<file path="src/rtl/sktbs_pkg.sv">
// ----------------------------------------------------------------------------
// sktbs_pkg: shared types and constants
// Widths, operation and status codes, and sequencer states for the sorted
// key table.
// ----------------------------------------------------------------------------
package sktbs_pkg;

    localparam int TABLE_DEPTH = 512;
    localparam int IDX_W       = $clog2(TABLE_DEPTH);
    localparam int CNT_W       = $clog2(TABLE_DEPTH + 1);
    localparam int KEY_W       = 192;
    localparam int VAL_W       = 192;
    localparam int IN_W        = 2 + KEY_W + VAL_W;
    localparam int IN_BYTES_W  = ((IN_W + 7) / 8) * 8;
    localparam int OUT_W       = 2 + VAL_W + 9 + 10;
    localparam int OUT_BYTES_W = ((OUT_W + 7) / 8) * 8;

    typedef enum logic [1:0] {
        FUNC_INSERT = 2'd0,
        FUNC_LOOKUP = 2'd1,
        FUNC_CLEAR  = 2'd2,
        FUNC_NONE   = 2'd3
    } func_t;

    typedef enum logic [1:0] {
        ST_OK   = 2'd0,
        ST_MISS = 2'd1,
        ST_DUP  = 2'd2,
        ST_FULL = 2'd3
    } status_t;

    typedef enum logic [3:0] {
        S_IDLE,
        S_HIT_RD,
        S_HIT_CMP,
        S_SRCH,
        S_SRCH_RD,
        S_SRCH_CMP,
        S_DECIDE,
        S_SHIFT_RD,
        S_SHIFT_WR,
        S_INS_WR,
        S_VAL_RD,
        S_VAL_WAIT,
        S_OUT
    } state_t;

    // Signed compare result of stored key against search key
    typedef enum logic [1:0] {
        CMP_LT = 2'd0,
        CMP_EQ = 2'd1,
        CMP_GT = 2'd2
    } cmp_t;

endpackage

</file>
<file path="src/rtl/sktbs_key_cmp.sv">
// ----------------------------------------------------------------------------
// sktbs_key_cmp: shared key comparator
// Registered signed compare of a stored 192-bit key against the search key,
// word 0 most significant.
// ----------------------------------------------------------------------------
module sktbs_key_cmp (
    input  logic                      clk,
    input  logic [sktbs_pkg::KEY_W-1:0] stored_key,
    input  logic [sktbs_pkg::KEY_W-1:0] search_key,
    output sktbs_pkg::cmp_t           result
);

    sktbs_pkg::cmp_t result_reg;
    sktbs_pkg::cmp_t result_next;
    logic [sktbs_pkg::KEY_W-1:0] a_biased;
    logic [sktbs_pkg::KEY_W-1:0] b_biased;

    // Flip each word's sign bit, then word 0 sits highest for an unsigned compare
    always_comb
    begin
        a_biased = {stored_key[63:0] ^ 64'h8000_0000_0000_0000,
                    stored_key[127:64] ^ 64'h8000_0000_0000_0000,
                    stored_key[191:128] ^ 64'h8000_0000_0000_0000};
        b_biased = {search_key[63:0] ^ 64'h8000_0000_0000_0000,
                    search_key[127:64] ^ 64'h8000_0000_0000_0000,
                    search_key[191:128] ^ 64'h8000_0000_0000_0000};
        if (a_biased == b_biased)
            result_next = sktbs_pkg::CMP_EQ;
        else if (a_biased < b_biased)
            result_next = sktbs_pkg::CMP_LT;
        else
            result_next = sktbs_pkg::CMP_GT;
    end

    always_ff @(posedge clk)
    begin
        result_reg <= result_next;
    end

    assign result = result_reg;

endmodule

</file>
<file path="config.mk">
export PLATFORM = sky130hd
export DESIGN_NAME = sktbs_key_cmp
export DESIGN_NICKNAME = d
export VERILOG_FILES = /design/src/rtl/sktbs_pkg.sv /design/src/rtl/sktbs_key_cmp.sv
export SDC_FILE = /design/constraint.sdc
export NUM_CORES = 1
export LEC_CHECK = 0
export BUFFER_PORTS_ARGS = -buffer_cell sky130_fd_sc_hd__clkbuf_2
export CORE_AREA = 3 3 148 150
export DETAILED_ROUTE_END_ITERATION = 10
export DIE_AREA = 0 0 151 153
export GPL_TIMING_DRIVEN = 0
export PLACE_DENSITY_LB_ADDON = 0.08
export SETUP_SLACK_MARGIN = 0.05
export SYNTH_ARGS = -nofsm -noshare
export SYNTH_HDL_FRONTEND = slang
export SYNTH_SLANG_ARGS = --single-unit
</file>
<file path="constraint.sdc">
create_clock -name clk -period 7.45 [get_ports clk]
set_input_delay 2.235 -clock clk [delete_from_list [all_inputs] [get_ports clk]]
set_output_delay 2.235 -clock clk [all_outputs]
set_load 0.03 [all_outputs]
</file>
==> impl_metrics.csv, run 1 <==
group,metric,value,unit
run_status,outcome,"finished, final reports clean",
worst_setup_path,timing.critical_path.to_type,"register",
yosys,synth_xor_xnor_area_share,0,
floorplanning,initial_utilization,0.233,
cells_and_area,layout.nets,1651,
yosys,post_synthesis_compound_gate_area_fraction,0.185,
cells_and_area,post_route_cells_drive_above_1_share,0.365,
yosys,postSynthRegisterBits,2,
worst_setup_path,cp.required,7590,ps
yosys,yosysTopAreaCell,"ha_1",
floorplanning,rows,53,
place,routability_congestion_estimate,0.759,
yosys,ys_async_sr_fraction,0,
cells_and_area,synthToLayoutAreaGrowth,48.5,%
yosys,ys_types,35,
worst_setup_path,critical_path.n_buffers_inverters,2,
worst_setup_path,cp_slowest_cell,"or4_1",
grt,gr-total-overflow,0,
worst_setup_path,cpPeakStageDelay,600,ps
timing,grt_setup_unrepaired,"no",
place,place_hpwl,18.3,mm
worst_setup_path,worstSetupPathType,"primary input to register",
yosys,ys_dominant_reg_cell,"dfxtp_1",
yosys,yosys.area_share.adder,0.496,
worst_hold_path,min_path_type,"primary input to register",
timing,fin_tns_setup,0,ps
route,drt_drc_violations_left,0,
route,postRouteAntennaNets,0,
timing,min_period,4690,ps
timing,relSlewSlack,0.626,
yosys,synth_top_cell_area_share,0.496,
grt,grt_pass1_wl,28.4,mm
floorplanning,die-height,153,um
worst_setup_path,path_max_fanout,3,
yosys,syn_nets,1260,
place,placement.setup.worst_slack,2500,ps
timing,achievable-frequency,0.213,GHz
yosys,synthMuxAreaShare,0,
yosys,synth_top_cells_by_count,"197 x inv_1, 192 x ha_1, 73 x a21oi_1, 48 x nand2_1, 32 x nand4_1",
worst_setup_path,cp_top_family,"simple AND/OR/NAND/NOR gates",
worst_setup_path,worst_path_arrival_time,4830,ps
floorplanning,die_ar,0.0231,mm^2
worst_hold_path,hold_path_end,"result[1]",
floorplanning,design.core.area,0.0208,mm^2
clock_network,postCtsHoldBufs,0,
cells_and_area,largest_register_ff_count,2,
grt,grt_start_max_net_pins,4,
yosys,seq_area_frac_synth,0.00826,
yosys,synth.yosys.warnings,0,
worst_setup_path,critPathLaunchType,"primary input",
timing,final_hold_viol_count,0,
clock_network,clock_pin_slew_reported_for_the_worst_setup_and_hold_paths_after_clock_tree_synthesis,30,ps
timing,setup_ws,2760,ps
power_and_ir_drop,ir_drop,55.4,uV
clock_network,cts_max_level,1,
clock_network,root_buffer,"clkbuf_16",
floorplanning,die_w,151,um
flow_run,max-cap-violations,0,
cells_and_area,insertedDiodeCount,0,
worst_hold_path,holdCritStartpoint,"search_key[63]",
grt,initial_antenna_violation_count,0,
power_and_ir_drop,total_leakage_power,4.79,nW
yosys,synthesis.area,0.00484,mm^2
clock_network,cts_post_setup_buffers_inserted,0,
route,routedWlPerCell,13.8,um
grt,grt.total_usage,0.152,
yosys,synth-edff-count,0,
yosys,synth_area_per_cell,7.09,um^2
timing,max_slew.worst_pin.slew,554,ps
route,dr_total_vias,5811,
route,routed_wl,18.5,mm
timing,finalMaxSlewViolations,0,
yosys,synth_top_family_by_area,"adder cells",
yosys,post_synth_main_area_contributors,"ha_1 50%, inv_1 15%, a21oi_1 7.5%, nand4_1 4.1%, nand2_1 3.7%",
clock_network,cts_made_buffers,3,
clock_network,max-clock-path-buffers,2,
power_and_ir_drop,power.density,57.6,mW/mm^2
clock_network,numClockSinks,2,
route,detail_route.iter0.violations,63,
clock_network,tritoncts_clock_tree,"yes",
worst_setup_path,critical_path.cell_chain,"clkbuf_2 -> inv_1 -> ha_1 -> and4_1 -> nand4_1 -> or4_1 -> or4_4 -> nor4_4 -> o41ai_1 -> a31oi_1",
yosys,synthesis.instances,683,
route,drt_pass1_iterations,4,
place,io_buffers,386,
yosys,synth_most_common_cell,"inv_1",
route,detail_route.vias_per_cell,4.31,
timing,final_min_period_over_clock_period,0.629,
floorplanning,ioPinCount,387,
clock_network,cts_repair_resize_count,0,
timing,final-setup-viol-count,0,
grt,first_global_vias,5936,
worst_hold_path,min_path_cells,5,
yosys,synthSimpleGateAreaFrac,0.158,
final cells by class:
| class | instances | area [um^2] |
|---|---|---|
| flip-flops and latches | 2 | 40.0 |
| repair buffers | 386 | 1930 |
| well taps | 275 | 344 |
| clock buffers | 3 | 75.1 |
| multi-input cells | 484 | 4070 |
| fillers | 2372 | 13600 |
| inverters | 197 | 739 |
where the power goes:
group	internal, mW	switching (mW)
combinational	0.172	0.150
clock	0.0683	0.0121
sequential	0.0115	0.000195
kinds of logic (layout without fill, tap and decap cells):
group | count (synthesis) | after routing
compound gates | 146 | 146
simple gates | 146 | 146
buf+inv | 197 | 586
fa+ha+maj | 192 | 192
flops | 2 | 2
how the worst max path moves through the flow:
stage | slack, ps | to | cells past startpoint | from
after floorplan | 3000 | result[1] | 9 | search_key[102]
after global placement | 2500 | result[1] | 10 | search_key[125]
after detailed placement | 2500 | result[1] | 10 | search_key[125]
after CTS | 2710 | result[1] | 10 | search_key[125]
after global routing | 2640 | result[1] | 10 | search_key[125]
final | 2760 | result[1] | 10 | search_key[102]
cell usage in the layout (no fill, tap or decap), types with 3 or more instances in the layout:
| cell | n |
|---|---|
| a211oi_1 | 5 |
| a21o_1 | 14 |
| a21oi_1 | 73 |
| a221o_1 | 5 |
| a221oi_1 | 10 |
| and2_1 | 4 |
| and4_1 | 6 |
| clkbuf_16 | 3 |
| clkbuf_2 | 386 |
| ha_1 | 192 |
| inv_1 | 197 |
| nand2_1 | 48 |
| nand3_1 | 20 |
| nand4_1 | 32 |
| nor2_1 | 14 |
| nor3_1 | 7 |
| nor4_1 | 5 |
| o21a_1 | 5 |
| o21ai_0 | 16 |
| o21ai_1 | 5 |
| or4_1 | 4 |
worst min-delay path, cell delays in order:
cell and delay (ps):
clkbuf_2 80, ha_1 120, nor2_1 60, o211a_1 140
a31oi_1 130
per-stage QoR:
stage | instance area [um^2] | instances | hold WS (ps) | total power, mW | util
after floorplan | 4840 | 683 | 2610 | 0.188 | -
after global placement | 7120 | 1344 | 2700 | 0.342 | 0.342
after detailed placement | 7120 | 1344 | 2700 | 0.339 | 0.342
after CTS | 7200 | 1347 | 2590 | 0.424 | 0.346
after global routing | 7200 | 1347 | 2630 | 0.478 | 0.346
final | 7200 | 1347 | 2590 | 0.415 | 0.346
layer usage:
layer  vias up  GRT usage  share of wire
met5         -          0              0
met4         0     0.0168         0.0071
li1       3154          -              -
met2       233      0.295           0.51
met1      2415      0.165           0.37
met3         9     0.0439           0.11
(Power assumes the default switching activity.)
==> run 2, diff against run 1 <==
--- a/config.mk
+++ b/config.mk
@@ -6,9 +6,9 @@
 export NUM_CORES = 1
 export LEC_CHECK = 0
 export BUFFER_PORTS_ARGS = -buffer_cell sky130_fd_sc_hd__clkbuf_2
-export CORE_AREA = 3 3 148 150
+export CORE_AREA = 3 3 151 153
 export DETAILED_ROUTE_END_ITERATION = 10
-export DIE_AREA = 0 0 151 153
+export DIE_AREA = 0 0 154 156
 export GPL_TIMING_DRIVEN = 0
 export PLACE_DENSITY_LB_ADDON = 0.08
 export SETUP_SLACK_MARGIN = 0.05
==> constraint.sdc (replaced) <==
create_clock -name clk -period 4.9 [get_ports clk]
set_input_delay 1.47 -clock clk [delete_from_list [all_inputs] [get_ports clk]]
set_output_delay 1.47 -clock clk [all_outputs]
set_load 0.03 [all_outputs]
==> run 2 against run 1 <==
Compared with the run above: worst hold slack worse by 770 ps; global-route usage down 0.86 points; sequential power up 51%; clock power up 53%; core utilization down 1.4 points; setup slack worse by 1700 ps; flip-flop and latch count unchanged; via count up 0.33%; clock-buffer cell count unchanged.
==> impl_metrics.csv, run 2 (synthesis results as in run 1) <==
group,metric,value,unit
power_and_ir_drop,ir_drop,99.4,uV
power_and_ir_drop,power.density,88.2,mW/mm^2
route,postRouteAntennaNets,0,
timing,relSlewSlack,0.601,
cells_and_area,finish.instance_area,0.00720,mm^2
floorplanning,die-height,156,um
clock_network,numClockSinks,2,
timing,min_period,3870,ps
worst_setup_path,critical_path.n_buffers_inverters,2,
cells_and_area,post_route_cells_drive_above_1_share,0.365,
timing,finalMaxSlewViolations,0,
route,routedWlPerCell,13.7,um
floorplanning,ioPinCount,387,
clock_network,cts_made_buffers,3,
clock_network,tritoncts_clock_tree,"yes",
worst_hold_path,min_path_type,"primary input to register",
timing,grt_setup_unrepaired,"no",
cells_and_area,insertedDiodeCount,0,
route,detail_route.vias_per_cell,4.31,
clock_network,cts_repair_resize_count,0,
floorplanning,rows,54,
flow_run,max-cap-violations,0,
worst_setup_path,worstSetupPathType,"primary input to register",
timing,fin_tns_setup,0,ps
timing,final_min_period_over_clock_period,0.789,
timing,achievable-frequency,0.259,GHz
place,place_hpwl,18.2,mm
worst_setup_path,timing.critical_path.to_type,"register",
place,dpl_cell_area,0.00713,mm^2
clock_network,cts_max_level,1,
worst_setup_path,cpPeakStageDelay,590,ps
timing,max_slew.worst_pin.slew,594,ps
cells_and_area,layout_common_cells,"386 x clkbuf_2, 197 x inv_1, 192 x ha_1, 73 x a21oi_1, 48 x nand2_1",
grt,grt_pass1_wl,28.3,mm
grt,grt.total_usage,0.143,
grt,first_global_vias,5888,
cells_and_area,layout.nets,1651,
worst_setup_path,cp_slowest_cell,"or4_1",
clock_network,max-clock-path-buffers,2,
clock_network,postCtsHoldBufs,0,
floorplanning,design.core.area,0.0217,mm^2
worst_setup_path,critical_path.cell_chain,"clkbuf_2 -> inv_1 -> ha_1 -> and4_1 -> nand4_1 -> or4_1 -> or4_4 -> nor4_4 -> o41ai_1 -> a31oi_1",
cells_and_area,layout_commonest_cell,"clkbuf_2",
route,drt_drc_violations_left,0,
worst_setup_path,critPathLaunchType,"primary input",
route,dr_total_vias,5830,
grt,initial_antenna_violation_count,0,
clock_network,root_buffer,"clkbuf_16",
worst_setup_path,cp.required,5050,ps
clock_network,cts_post_setup_buffers_inserted,0,
place,io_buffers,386,
cells_and_area,largest_register_ff_count,2,
timing,final-setup-viol-count,0,
route,drt_pass1_iterations,7,
grt,grt_start_max_net_pins,4,
power_and_ir_drop,total_leakage_power,4.79,nW
clock_network,clock_pin_slew_reported_for_the_worst_setup_and_hold_paths_after_clock_tree_synthesis,30,ps
floorplanning,die_ar,0.0240,mm^2
grt,gr-total-overflow,0,
route,routed_wl,18.5,mm
worst_setup_path,path_max_fanout,3,
run_status,outcome,"finished, final reports clean",
place,routability_congestion_estimate,0.798,
cells_and_area,synthToLayoutAreaGrowth,48.7,%
cells_and_area,postLayoutCoreUtil,0.332,
floorplanning,initial_utilization,0.223,
timing,final_hold_viol_count,0,
worst_setup_path,cp_top_family,"simple AND/OR/NAND/NOR gates",
worst_setup_path,worst_path_arrival_time,4010,ps
floorplanning,die_w,154,um
route,detail_route.iter0.violations,144,
[run 2: cell type report]
type | instances | area [um^2]
Clock buffer | 3 | 75.1
Fill cell | 2442 | 14500
Inverter | 197 | 739
Multi-Input combinational cell | 484 | 4070
Sequential cell | 2 | 40.0
Tap cell | 280 | 350
Timing Repair Buffer | 386 | 1930
[run 2: path summary, 6_finish.rpt]
path,startpoint,to,slack [ps],cells after the start
max,search_key[102],result[1],1030,10
min,search_key[63],result[1],1820,5
[run 2: metal layers]
layer	global-route usage	wire (um)	vias up
li1	-	-	3157
met4	0.00421	43	0
met2	0.283	9520	237
met5	0	0	-
met3	0.0413	1730	4
met1	0.160	7170	2432
[run 2: per-stage QoR]
step / hold slack [ps] / instances / setup slack [ps] / power [mW]
global route: 1900 / 1352 / 885 / 0.728
detailed placement: 1920 / 1349 / 788 / 0.519
global placement: 1930 / 1349 / 780 / 0.521
floorplan: 1840 / 683 / 1210 / 0.286
finish: 1820 / 1352 / 1030 / 0.635
CTS: 1820 / 1352 / 1010 / 0.648
[run 2: power breakdown]
| part | leakage, nW | internal [mW] | switching, mW |
|---|---|---|---|
| registers | 0.0165 | 0.0175 | 0.000257 |
| logic | 4.73 | 0.263 | 0.231 |
| clock network | 0.0370 | 0.104 | 0.0196 |
| total | 4.79 | 0.384 | 0.251 |
==> run 3, diff against run 2 <==
--- a/config.mk
+++ b/config.mk
@@ -5,6 +5,7 @@
 export SDC_FILE = /design/constraint.sdc
 export NUM_CORES = 1
 export LEC_CHECK = 0
+export ABC_AREA = 1
 export BUFFER_PORTS_ARGS = -buffer_cell sky130_fd_sc_hd__clkbuf_2
 export CORE_AREA = 3 3 151 153
 export DETAILED_ROUTE_END_ITERATION = 10
==> constraint.sdc (replaced) <==
create_clock -name clk -period 3.5 [get_ports clk]
set_input_delay 1.05 -clock clk [delete_from_list [all_inputs] [get_ports clk]]
set_output_delay 1.05 -clock clk [all_outputs]
set_load 0.03 [all_outputs]
==> run 3 against run 2 <==
Compared with the run above: non-clock buffer count unchanged; flip-flop and latch count unchanged; combinational power increased by 48%; first-iteration DRC count decreased by 20%; routed wire length decreased by 1.7%; synthesized cell count increased by 23%; clock-buffer cell count unchanged.
==> impl_metrics.csv, run 3 <==
group,metric,value,unit
yosys,seq_area_frac_synth,0.00764,
floorplanning,design.core.area,0.0217,mm^2
worst_hold_path,min_path_type,"primary input to register",
floorplanning,initial_utilization,0.242,
cells_and_area,layout_commonest_cell,"clkbuf_2",
power_and_ir_drop,total_power,925,uW
grt,grt.total_usage,0.143,
clock_network,tritoncts_clock_tree,"yes",
floorplanning,die-height,156,um
route,dr_total_vias,6235,
place,place_hpwl,17.9,mm
cells_and_area,postLayoutCoreUtil,0.350,
worst_setup_path,path_max_fanout,3,
clock_network,max-clock-path-buffers,2,
clock_network,cts_made_buffers,3,
cells_and_area,post_layout_nonfiller_instances,1511,
timing,holdWs,1450,ps
run_status,outcome,"finished, final reports clean",
grt,gr-total-overflow,0,
timing,setup_ws,937,ps
timing,achievable-frequency,0.390,GHz
grt,initial_antenna_violation_count,1,
yosys,postSynthRegisterBits,2,
worst_setup_path,worstSetupPathType,"primary input to register",
worst_setup_path,timing.critical_path.to_type,"register",
route,postRouteAntennaNets,0,
timing,max_slew.worst_pin.slew,394,ps
yosys,ys_dominant_reg_cell,"dfxtp_1",
route,drt_pass1_iterations,4,
route,routed_wl,18.2,mm
grt,grt_pass1_wl,28.3,mm
place,dpl_cell_area,0.00752,mm^2
place,io_buffers,386,
grt,first_global_vias,6175,
yosys,synth.yosys.warnings,0,
cells_and_area,layout.nets,1810,
yosys,syn_nets,1419,
grt,grt_start_max_net_pins,4,
worst_setup_path,cp.required,3660,ps
place,placed_cells_incl_taps,1508,
cells_and_area,largest_register_ff_count,2,
clock_network,numClockSinks,2,
cells_and_area,finish.instance_area,0.00760,mm^2
yosys,synth-edff-count,0,
timing,grt_setup_unrepaired,"no",
yosys,synth_area_per_cell,6.22,um^2
worst_setup_path,worst_path_arrival_time,2720,ps
yosys,post_synth_main_area_contributors,"ha_1 46%, inv_1 16%, nand2_1 13%, a21oi_1 8.6%, nor2_1 3.8%",
cells_and_area,synthToLayoutAreaGrowth,45.0,%
yosys,yosysTopAreaCell,"ha_1",
route,detail_route.vias_per_cell,4.13,
worst_setup_path,critPathLaunchType,"primary input",
worst_setup_path,cpPeakStageDelay,300,ps
worst_hold_path,holdCritStartpoint,"stored_key[60]",
cells_and_area,layout_common_cells,"386 x clkbuf_2, 224 x inv_1, 192 x ha_1, 186 x nand2_1, 90 x a21oi_1",
power_and_ir_drop,total_leakage_power,5.17,nW
route,drt_drc_violations_left,0,
worst_hold_path,hold_path_end,"result[0]",
clock_network,root_buffer,"clkbuf_16",
yosys,synth_most_common_cell,"inv_1",
power_and_ir_drop,ir_drop,139,uV
yosys,synth_top_cell_area_share,0.458,
flow_run,max-cap-violations,0,
cells_and_area,post_route_cells_drive_above_1_share,0.331,
floorplanning,die_w,154,um
worst_hold_path,min_path_cells,6,
worst_setup_path,cp_slowest_cell,"nor2_1",
yosys,synthesis.area,0.00524,mm^2
place,routability_congestion_estimate,0.800,
clock_network,cts_repair_resize_count,0,
floorplanning,die_ar,0.0240,mm^2
timing,min_period,2560,ps
timing,final_hold_viol_count,0,
yosys,ys_types,27,
clock_network,cts_max_level,1,
worst_setup_path,timing.critical_path.mode_cell,"nor2_1",
clock_network,postCtsHoldBufs,0,
floorplanning,rows,54,
clock_network,clock_pin_slew_reported_for_the_worst_setup_and_hold_paths_after_clock_tree_synthesis,30,ps
timing,finalMaxSlewViolations,0,
cells_and_area,insertedDiodeCount,0,
yosys,ys_async_sr_fraction,0,
timing,final-setup-viol-count,0,
place,placement.setup.worst_slack,690,ps
route,detail_route.iter0.violations,115,
timing,fin_tns_setup,0,ps
route,routedWlPerCell,12.0,um
timing,relSlewSlack,0.735,
worst_setup_path,critical_path.cell_chain,"clkbuf_2 -> inv_1 -> ha_1 -> nand2_1 -> nor2_1 -> nand4_1 -> nor2_1 -> nand2_1 -> nor2_2 -> nand2_2 -> a21oi_2 -> nor2_1 -> nor2_1",
power_and_ir_drop,power.density,122,mW/mm^2
yosys,synth_top_cells_by_count,"224 x inv_1, 192 x ha_1, 186 x nand2_1, 90 x a21oi_1, 53 x nor2_1",
timing,final_min_period_over_clock_period,0.732,
clock_network,cts_post_setup_buffers_inserted,0,
floorplanning,ioPinCount,387,
yosys,synthesis.instances,842,
## run 3: cell count changes after synthesis, sizes merged, moves of 10 or more
| cell | delta |
|---|---|
| nand2 | +144 |
| nor2 | +42 |
| inv | +32 |
| a21oi | +19 |
| nand4 | -17 |
| a221oi | -10 |
## run 3: worst max-delay path by stage
stage | start | end | slack [ps] | cells after the start
after floorplan | search_key[55] | result[1] | 1140 | 12
after global placement | search_key[95] | result[1] | 700 | 13
after detailed placement | search_key[95] | result[1] | 690 | 13
after CTS | search_key[95] | result[1] | 900 | 13
after global routing | search_key[93] | result[1] | 770 | 13
final | search_key[95] | result[1] | 940 | 13
## run 3: critical path, delay by kind of cell
| kind | cells | cell delay, ps |
|---|---|---|
| AO/OA/AOI/OAI | 1 | 110 |
| buffers and inverters | 2 | 110 |
| adder cells (fa/ha/maj) | 1 | 280 |
| AND/OR/NAND/NOR | 9 | 1170 |
## run 3: power breakdown
part           switching (mW)  total, mW  internal [mW]
Combinational           0.358      0.731          0.373
Clock                  0.0241      0.169          0.145
Sequential           0.000307     0.0248         0.0245
Total                   0.382      0.925          0.543
## run 3: kinds of logic (layout without fill, tap and decap cells)
logic type      after synthesis  after routing  synth area share
compound gates              128            128             0.133
fa+ha+maj                   192            192             0.458
buf+inv                     229            618             0.164
flops                         2              2           0.00764
simple gates                291            291             0.237
## run 3: layout make-up
cell class	count	area (um^2)
Sequential cell	2	40.0
Multi-Input combinational cell	611	4340
Tap cell	280	350
Timing Repair Buffer	386	1930
Clock buffer	3	75.1
Fill cell	2489	14100
Inverter	229	860
## run 3: per-layer routing
layer / routed length [um] / GRT usage / vias up
li1: - / - / 3469
met1: 7080 / 0.158 / 2534
met2: 9190 / 0.278 / 220
met3: 1710 / 0.0441 / 10
met4: 157 / 0.0105 / 2
met5: 13 / 0 / -
